**config.mk**
```make
export PLATFORM = sky130hd
export DESIGN_NAME = int64_divider_core
export DESIGN_NICKNAME = d
export VERILOG_FILES = /design/src/rtl/idiv_pkg.sv /design/src/rtl/idiv_datapath.sv /design/src/rtl/idiv_ctrl.sv /design/src/rtl/int64_divider_core.sv
export SDC_FILE = /design/constraint.sdc
export NUM_CORES = 1
export LEC_CHECK = 0
export ABC_AREA = 1
export BUFFER_PORTS_ARGS = -buffer_cell sky130_fd_sc_hd__buf_4
export CAP_MARGIN = 5
export CELL_PAD_IN_SITES_DETAIL_PLACEMENT = 1
export CELL_PAD_IN_SITES_GLOBAL_PLACEMENT = 1
export CORE_UTILIZATION = 40
export DETAILED_ROUTE_END_ITERATION = 10
export PLACE_DENSITY_LB_ADDON = 0.1
export SYNTH_ARGS = -nofsm -noshare
export SYNTH_HDL_FRONTEND = slang
export SYNTH_HIERARCHICAL = 1
export SYNTH_SLANG_ARGS = --single-unit
export TNS_END_PERCENT = 1
```
**constraint.sdc**
```tcl
create_clock -name clk -period 6.6 [get_ports clk]
set_input_delay 0.66 -clock clk [delete_from_list [all_inputs] [get_ports clk]]
set_output_delay 0.66 -clock clk [all_outputs]
set_load 0.01 [all_outputs]
```
**src/rtl/idiv_pkg.sv**
```systemverilog
`timescale 1ns / 1ps
`default_nettype none

package idiv_pkg;

  // Field width on the ports.
  localparam int PORT_W = 64;

  // Working width of the division; port bits above it are ignored on input and zero on output.
  localparam int DATA_WIDTH = 64;

  // Step counter width: counts 0 .. DATA_WIDTH-1.
  localparam int COUNT_W = (DATA_WIDTH > 1) ? $clog2(DATA_WIDTH) : 1;

  // Controller to datapath commands.
  typedef struct packed {
    logic load;  // capture operands, form magnitudes
    logic step;  // one restoring iteration
    logic fix;   // sign fix-up into output registers
  } idiv_cmd_t;

endpackage

`default_nettype wire

```
**src/rtl/idiv_datapath.sv**
```systemverilog
`timescale 1ns / 1ps
`default_nettype none

module idiv_datapath
  import idiv_pkg::*;
(
  input  wire logic              clk,
  input  wire idiv_cmd_t         cmd,
  input  wire logic              mode,
  input  wire logic [PORT_W-1:0] dividend,
  input  wire logic [PORT_W-1:0] divisor,
  output logic      [PORT_W-1:0] quotient,
  output logic      [PORT_W-1:0] remainder,
  output logic                   divide_by_zero
);

  localparam int W = DATA_WIDTH;

  logic [W-1:0] n_in;
  logic [W-1:0] d_in;
  logic         n_neg_in;
  logic         d_neg_in;

  logic [W-1:0] acc;     // partial remainder
  logic [W-1:0] q;       // dividend magnitude shifting out, quotient shifting in
  logic [W-1:0] d;       // divisor magnitude
  logic [W-1:0] n_orig;  // dividend as given, for the zero divisor case
  logic         q_neg;
  logic         r_neg;
  logic         dz;

  logic [W:0]   shifted;
  logic [W:0]   diff;
  logic [W-1:0] q_fix;
  logic [W-1:0] r_fix;

  assign n_in     = dividend[W-1:0];
  assign d_in     = divisor[W-1:0];
  assign n_neg_in = mode & n_in[W-1];
  assign d_neg_in = mode & d_in[W-1];

  assign shifted = {acc, q[W-1]};
  assign diff    = shifted - {1'b0, d};

  assign q_fix = dz ? {W{1'b1}} : (q_neg ? (~q + 1'b1) : q);
  assign r_fix = dz ? n_orig : (r_neg ? (~acc + 1'b1) : acc);

  always_ff @(posedge clk) begin
    if (cmd.load) begin
      acc    <= '0;
      q      <= n_neg_in ? (~n_in + 1'b1) : n_in;
      d      <= d_neg_in ? (~d_in + 1'b1) : d_in;
      n_orig <= n_in;
      q_neg  <= n_neg_in ^ d_neg_in;
      r_neg  <= n_neg_in;
      dz     <= (d_in == '0);
    end else if (cmd.step) begin
      if (!diff[W]) begin
        acc <= diff[W-1:0];
        q   <= {q[W-2:0], 1'b1};
      end else begin
        acc <= shifted[W-1:0];
        q   <= {q[W-2:0], 1'b0};
      end
    end
    if (cmd.fix) begin
      quotient       <= PORT_W'(q_fix);
      remainder      <= PORT_W'(r_fix);
      divide_by_zero <= dz;
    end
  end

endmodule

`default_nettype wire

```
**src/rtl/idiv_ctrl.sv**
```systemverilog
`timescale 1ns / 1ps
`default_nettype none

module idiv_ctrl
  import idiv_pkg::*;
(
  input  wire logic clk,
  input  wire logic rst,
  input  wire logic start,
  output logic      busy,
  output logic      done,
  output idiv_cmd_t cmd
);

  typedef enum logic [1:0] {
    S_IDLE,
    S_RUN,
    S_FIX
  } state_t;

  localparam logic [COUNT_W-1:0] LAST_STEP = COUNT_W'(DATA_WIDTH - 1);

  state_t             state;
  logic [COUNT_W-1:0] cnt;
  logic               accept;

  assign accept   = start & ~busy;
  assign cmd.load = accept;
  assign cmd.step = (state == S_RUN);
  assign cmd.fix  = (state == S_FIX);

  always_ff @(posedge clk) begin
    if (rst) begin
      state <= S_IDLE;
      cnt   <= '0;
      busy  <= 1'b0;
      done  <= 1'b0;
    end else begin
      done <= 1'b0;
      case (state)
        S_IDLE: begin
          if (accept) begin
            state <= S_RUN;
            cnt   <= '0;
            busy  <= 1'b1;
          end
        end
        S_RUN: begin
          cnt <= cnt + 1'b1;
          if (cnt == LAST_STEP) begin
            state <= S_FIX;
          end
        end
        S_FIX: begin
          state <= S_IDLE;
          busy  <= 1'b0;
          done  <= 1'b1;
        end
        default: begin
          state <= S_IDLE;
          busy  <= 1'b0;
        end
      endcase
    end
  end

`ifndef SYNTH
  a_busy_tracks_state: assert property (@(posedge clk) disable iff (rst)
    busy == (state != S_IDLE))
    else $error("busy out of step with controller state");

  a_done_after_fix: assert property (@(posedge clk) disable iff (rst)
    done |-> $past(state == S_FIX))
    else $error("result strobe without fix-up");

  a_done_single: assert property (@(posedge clk) disable iff (rst)
    done |=> !done)
    else $error("result strobe longer than one cycle");

  a_last_step_to_fix: assert property (@(posedge clk) disable iff (rst)
    (state == S_RUN && cnt == LAST_STEP) |=> (state == S_FIX))
    else $error("iteration count overran");
`endif

endmodule

`default_nettype wire

```
**src/rtl/int64_divider_core.sv**
```systemverilog
// Sequence: operands load on the accepting edge, restoring steps follow, then the sign fix-up raises done.
// A new request is taken only once busy falls at the fix-up; the single shared subtractor
//   decides one quotient bit per cycle.
// The receiver cannot stall: each result shows for exactly one cycle with done high.
// Reset (rst, synchronous, active high) returns the controller to idle with busy and done low.
`timescale 1ns / 1ps
`default_nettype none

module int64_divider_core
  import idiv_pkg::*;
(
  input  wire logic              clk,
  input  wire logic              rst,
  // request side: taken when start is high and busy is low
  input  wire logic              start,
  output logic                   busy,
  input  wire logic              mode,
  input  wire logic [PORT_W-1:0] dividend,
  input  wire logic [PORT_W-1:0] divisor,
  // result side: valid for the one cycle that done is high
  output logic                   done,
  output logic      [PORT_W-1:0] quotient,
  output logic      [PORT_W-1:0] remainder,
  output logic                   divide_by_zero
);

  // Commands from the sequencer: load on acceptance, step for each quotient bit,
  // fix for the sign correction that also loads the result registers.
  idiv_cmd_t cmd;

  idiv_ctrl u_ctrl (
    .clk   (clk),
    .rst   (rst),
    .start (start),
    .busy  (busy),
    .done  (done),
    .cmd   (cmd)
  );

  // Magnitudes are divided by radix-2 restoring steps; in signed mode the quotient is
  // negated when the operand signs differ and the remainder follows the dividend sign.
  // A zero divisor yields an all-ones quotient, the dividend as remainder, and the flag.
  idiv_datapath u_dp (
    .clk            (clk),
    .cmd            (cmd),
    .mode           (mode),
    .dividend       (dividend),
    .divisor        (divisor),
    .quotient       (quotient),
    .remainder      (remainder),
    .divide_by_zero (divide_by_zero)
  );

endmodule

`default_nettype wire
```
==> out/results.ini, run 1 <==
[floorplanning]
core_sq_um=71850
die_w_um=272.0
die_area_sq_um=73980
initial_utilization=0.4058
rows=98
fp.dieH_um=272.0
io_pins=263

[worst_setup_path]
required_ns=6.88
critical_path.max_stage_delay_ns=0.54
path_class=register to register
crit_path_start_kind=register
path_cells=inv_1 > ha_1 > fa_1 > inv_1 > nand3_1 > nand2_1 > nand2_1 > nand2_2 > nand2_2 > nand2_4 > nand2_2 > nand2_4 > nand2_4 > nand2_4 > nand2_2 > nand2_2 > buf_4 > o21ai_1
cp_slowest_cell=buf_4
cp_common_cell=nand2_2
crit_arrival_ns=3.81
cp-end-kind=register
worst-path-max-fanout=50

[place]
io_buffers=262
preCtsSetupSlack_ns=3.101
gp_congestion=1.002
hpwl_mm=103.7
postPlaceCellArea_sq_um=32000

[power_and_ir_drop]
p_leak_nw=16.35
p_total_mw=7.089
vdd_drop_max_mv=0.2244
powerDensity_nw_per_um2=210.9

[sta]
tightest_slew_ns=1.351
finalClockSkew_ns=0.04328
hold_viol=0
maxSlewHeadroom=0.08977
slew_violations=0
period_needed_ns=3.532
layout_setup_ws_ns=3.068
rsz0062_at_grt=no
setup_tns_ns=0
min_period_over_period=0.5351
setup_viol=0
fmaxAchievable_mhz=283.1

[global_routing]
overflow=0
grt_pass1_wl_mm=187.1
gr-usage-all-layers=0.3395
grt_max_degree=87
antenna_found_initial=16
grt_pass1_vias=29650

[synth]
ys.flop_type=edfxtp_1
ys_ff_latch=398
syn-num-nets=4506
netlist_instances=4304
yosysTopAreaCellShare=0.3337
yosysTopAreaCell=edfxtp_1
synth_cell_type_count=50
synth_area_per_cell_sq_um=6.774
synth_seq_area_share=0.3845
synth_edf_count=324
yosysWarnings=6
synth.area.top_cells=edfxtp_1, nand2_1, inv_1
synth.cell_area_sq_um=29160
synthArstFlopShare=0

[routing]
wl_mm=127.5
drtIter0Drc=3075
dr_wl_met3_mm=10.90
met2_length_mm=54.30
routed_via_density=5.418
dr.pass1.iters=6
dr.max_layer_used=met5
antenna_left=0
wl_met1_mm=59.06
dr_total_vias=29960
route.detailed.drc=0
routedWlPerCell_um=23.05

[cells_and_area]
post-route-util=0.4679
final_area_sq_um=33620
area_growth_pct=15.30
drive_above_1_share=0.09830
fill_cells=9468
final_cell_mix=nand2_1, inv_1, nor2_1, edfxtp_1, nand3_1
final_common_cell=nand2_1
final_nets=4741

[clocking]
insertion_delay_ns=0.63
post_cts_resized=0
cts_buffer_depth=3
postCtsHoldBufs=0
cts_buffers=49
cts.htree.levels=2
cts_setup_buffers=0
cts_sinks=398
cts_tree=built
root_buffer=clkbuf_16
clkTransAtPathRegs_ns=0.06

[min_path]
hp-class=primary input to register

[run]
maxCapViolations=0

[status]
status=complete, no violations

[state kept, by name (all words and copies together) (netlist names), 2 cells and up]
signal	cells
u_ctrl/cnt	6
u_dp/n_orig	64
u_dp/d	64
u_ctrl/state	2
u_dp/quotient	64
u_dp/q	64
u_dp/acc	64
u_dp/remainder	64
[critical path, delay by kind of cell, from the launching register on]
kind,cells,cell delay [ns]
simple gates,12,1.29
buf+inv,3,0.71
fa+ha+maj,2,0.66
flops,1,0.32
compound gates,1,0.25
[per-layer routing]
metal,GRT usage,vias up
met2,0.5136,1058
met4,0.08530,6
li1,-,14190
met3,0.06021,145
met1,0.4973,14570
met5,0,-
[cell usage after synthesis (2+ instances only)]
| cell type | number |
|---|---|
| buf_12 | 3 |
| nand2_1 | 1392 |
| nor3b_1 | 3 |
| nand3_1 | 298 |
| nor2_2 | 12 |
| edfxtp_1 | 324 |
| and2_1 | 3 |
| dfxtp_1 | 74 |
| or2_1 | 2 |
| inv_2 | 8 |
| and3_1 | 5 |
| nor2_4 | 5 |
| nand3_2 | 2 |
| a31oi_1 | 23 |
| buf_1 | 7 |
| nor3_2 | 3 |
| o211ai_1 | 6 |
| o21ai_1 | 15 |
| nor4_1 | 36 |
| nor3_1 | 62 |
| xnor2_1 | 49 |
| o21ai_0 | 215 |
| inv_1 | 705 |
| a21oi_2 | 3 |
| buf_6 | 6 |
| nand3b_1 | 12 |
| nand2_2 | 22 |
| buf_2 | 11 |
| nand4_1 | 83 |
| nand2_4 | 8 |
| a21oi_1 | 126 |
| clkinv_1 | 2 |
| o31ai_1 | 9 |
| clkbuf_1 | 69 |
| a21o_1 | 8 |
| xor2_1 | 111 |
| ha_1 | 69 |
| or2_2 | 18 |
| nor2_1 | 484 |
[final cells by class]
cell class | count | area (sq um) | area share
tap | 950 | 1189 | 0.03536
clock inverter | 32 | 274.0 | 0.008151
antenna | 2 | 5.005 | 0.0001489
clock buffer | 58 | 1344 | 0.03997
timing repair buffer | 282 | 2117 | 0.06297
sequential | 398 | 11210 | 0.3335
inverter | 715 | 2685 | 0.07987
multi-input combinational | 3093 | 14790 | 0.4401
[cells by family after synthesis]
group / Yosys count / synth area share
flip-flops: 398 / 0.3845
buffers and inverters: 813 / 0.1089
XOR/XNOR: 160 / 0.04806
AO/OA/AOI/OAI: 408 / 0.07364
adder cells (fa/ha/maj): 70 / 0.03030
AND/OR/NAND/NOR: 2455 / 0.3546
[power breakdown]
group	leakage [nW]	switching [mW]	internal, mW
clock network	0.789	1.21	1.58
logic	11.9	0.930	0.346
registers	3.66	0.113	2.91
total	16.4	2.25	4.84
[path summary, 6_finish.rpt]
kind | start | to | slack [ns] | cells after the start
setup / recovery | u_dp/q[63]$_DFFE_PP_ | u_dp/q[0]$_DFFE_PP_ | 3.07 | 18
hold / removal | dividend[2] | u_dp/n_orig[2]$_DFFE_PP_ | 0.26 | 1
setup reg to reg | u_dp/q[63]$_DFFE_PP_ | u_dp/q[0]$_DFFE_PP_ | 3.07 | 18
hold reg to reg | u_ctrl/cnt[1]$_SDFFE_PP0P_ | u_ctrl/cnt[1]$_SDFFE_PP0P_ | 0.51 | 2
[per-stage QoR]
step,hold WS [ns],cells
6_report,0.2602,5530
5_1_grt,0.2494,5529
4_1_cts,0.2298,5528
3_5_place_dp,0.5008,5438
3_3_place_gp,0.4989,5438
2_1_floorplan,0.4244,4304
(Power assumes the default switching activity.)
==> run 2: changes to the inputs <==
CORE_UTILIZATION = 44   (was 40)
clock period = 3.6 ns   (was 6.6 ns; I/O delays follow)
==> out/results.ini, run 2 (synthesis results as in run 1) <==
[routing]
antenna_left=0  ; unchanged
wl_mm=127.9  ; +0.32%
routed_via_density=5.602  ; +3.4%
routedWlPerCell_um=23.32  ; +1.2%
dr_total_vias=30720  ; +2.5%
route.detailed.drc=0  ; unchanged
drtIter0Drc=3405  ; +11%
dr.pass1.iters=6  ; unchanged

[run]
maxCapViolations=0  ; unchanged

[place]
preCtsSetupSlack_ns=0.1730  ; -2.928 ns
gp_congestion=1.025  ; +2.3%
io_buffers=262  ; unchanged
hpwl_mm=103.3  ; -0.38%
postPlaceCellArea_sq_um=32100  ; +0.33%

[sta]
period_needed_ns=3.366  ; -0.1654 ns
tightest_slew_ns=1.215  ; -0.1358 ns
maxSlewHeadroom=0.1812  ; +0.09147
rsz0062_at_grt=no
setup_tns_ns=0  ; unchanged
layout_setup_ws_ns=0.2336  ; -2.835 ns
hold_viol=0  ; unchanged
setup_viol=0  ; unchanged
slew_violations=0  ; unchanged
hold_ws_ns=0.01969  ; -0.2405 ns
finalClockSkew_ns=0.02700  ; -0.01628 ns
fmaxAchievable_mhz=297.0  ; +4.9%
min_period_over_period=0.9351  ; +0.4000

[clocking]
cts_buffers=47  ; -4.1%
cts_buffer_depth=3  ; unchanged
root_buffer=clkbuf_16
cts_setup_buffers=0  ; unchanged
insertion_delay_ns=0.60  ; -0.03 ns
cts_tree=built
clkTransAtPathRegs_ns=0.06  ; about the same
cts.htree.levels=2  ; unchanged
cts_sinks=398  ; unchanged

[global_routing]
overflow=0  ; unchanged
grt_max_degree=72  ; -17%
grt_pass1_vias=30040  ; +1.3%
gr-usage-all-layers=0.3734  ; +0.03392
grt_pass1_wl_mm=187.6  ; +0.24%
antenna_found_initial=8  ; -8

[worst_setup_path]
cp-end-kind=register
path_cells=inv_1 > ha_1 > inv_1 > nor3_2 > nand2_1 > nor2_1 > nand4_1 > nor2_2 > a21oi_1 > a21oi_1 > nand2_1 > nand3_1 > nand2_1
path_class=register to register
r2r-start=u_dp/acc[0]$_SDFFE_PP0P_
reg2regPathDepth=13  ; -5
critical_path.max_stage_delay_ns=0.39  ; -0.15 ns
r2r_setup_slack_ns=0.23  ; -2.83 ns
cp_slowest_cell=nor3_2
required_ns=3.93  ; -2.95 ns
worst-path-max-fanout=5  ; -90%
cp_num_buf_inv=2  ; -1
crit_arrival_ns=3.70  ; -0.11 ns
crit_family=simple AND/OR/NAND/NOR gates
crit_path_start_kind=register
cp_common_cell=nand2_1
r2r-end=u_dp/remainder[42]$_DFFE_PP_

[power_and_ir_drop]
vdd_drop_max_mv=0.3175  ; +42%
powerDensity_nw_per_um2=380.1  ; +80%
p_leak_nw=16.52  ; +1.0%

[floorplanning]
die_area_sq_um=67300  ; -9.0%
die_w_um=259.4  ; -4.6%
initial_utilization=0.4443  ; +0.03850
rows=94  ; -4.1%
io_pins=263  ; unchanged
core_sq_um=65630  ; -8.7%
fp.dieH_um=259.4  ; -4.6%

[status]
status=complete, no violations

[cells_and_area]
area_growth_pct=16.17
post-route-util=0.5161  ; +0.04826
drive_above_1_share=0.09916  ; +0.0008595
final_nets=4782  ; +0.86%
final_cell_mix=nand2_1, inv_1, nor2_1, edfxtp_1, nand3_1
final_area_sq_um=33870  ; +0.76%
final_common_cell=nand2_1

[min_path]
min_from=dividend[26]
hp-class=primary input to register
hold_end=u_dp/n_orig[26]$_DFFE_PP_
min_path_cells=1  ; unchanged

run 2: changes by cell type in the layout (fill, tap and decap cells not counted), moves of 2 or more:
cell | before | now
dlygate4sd3_1 | 0 | 23
buf_12 | 0 | 5
clkinv_1 | 9 | 13
clkbuf_16 | 52 | 48
buf_4 | 282 | 297
clkinv_2 | 11 | 5
clkinvlp_4 | 5 | 3
clkbuf_1 | 4 | 11
inv_4 | 2 | 0
bufinv_16 | 3 | 5
run 2: worst max path at each step:
| stage | depth (start not counted) | end | start |
|---|---|---|---|
| after floorplan | 8 | u_dp/q[0]$_DFFE_PP_ | start |
| after global placement | 13 | u_dp/remainder[42]$_DFFE_PP_ | u_dp/acc[0]$_SDFFE_PP0P_ |
| after detailed placement | 13 | u_dp/remainder[42]$_DFFE_PP_ | u_dp/acc[0]$_SDFFE_PP0P_ |
| after CTS | 13 | u_dp/remainder[42]$_DFFE_PP_ | u_dp/acc[0]$_SDFFE_PP0P_ |
| after global routing | 13 | u_dp/remainder[42]$_DFFE_PP_ | u_dp/acc[0]$_SDFFE_PP0P_ |
| final | 13 | u_dp/remainder[42]$_DFFE_PP_ | u_dp/acc[0]$_SDFFE_PP0P_ |
run 2: power by group:
part	internal [mW]	switching, mW	leakage [nW]	total, mW
combinational	0.671	1.73	12.1	2.40
clock	2.83	2.09	0.737	4.92
sequential	5.34	0.219	3.66	5.56
total	8.84	4.03	16.5	12.9
run 2: layout make-up:
type	instances	area (sq um)
repair buffers	325	2560
flip-flops and latches	398	11210
well taps	864	1081
diodes	1	2.502
multi-input cells	3093	14800
inverters	715	2685
clock inverters	28	280.3
clock buffers	60	1256
fillers	8663	31760
run 2: through the flow:
| stage | instances | power, mW |
|---|---|---|
| after CTS | 5483 | 12.83 |
| after detailed placement | 5372 | 7.929 |
| after floorplan | 4304 | 6.883 |
| final | 5484 | 12.88 |
| after global routing | 5483 | 13.25 |
| after global placement | 5372 | 7.862 |
run 2: layer usage:
metal,share of wire,vias to the layer above,track usage
met5,0,-,0
met4,0.029,0,0.1034
met3,0.090,158,0.05751
met2,0.44,1324,0.5713
met1,0.44,14960,0.5430
li1,-,14280,-
run 2: timing repair:
item,CTS,global route
resized for setup,0,2
hold buffers,23,0
hold endpoints to repair,27,0
setup endpoints to repair,0,3
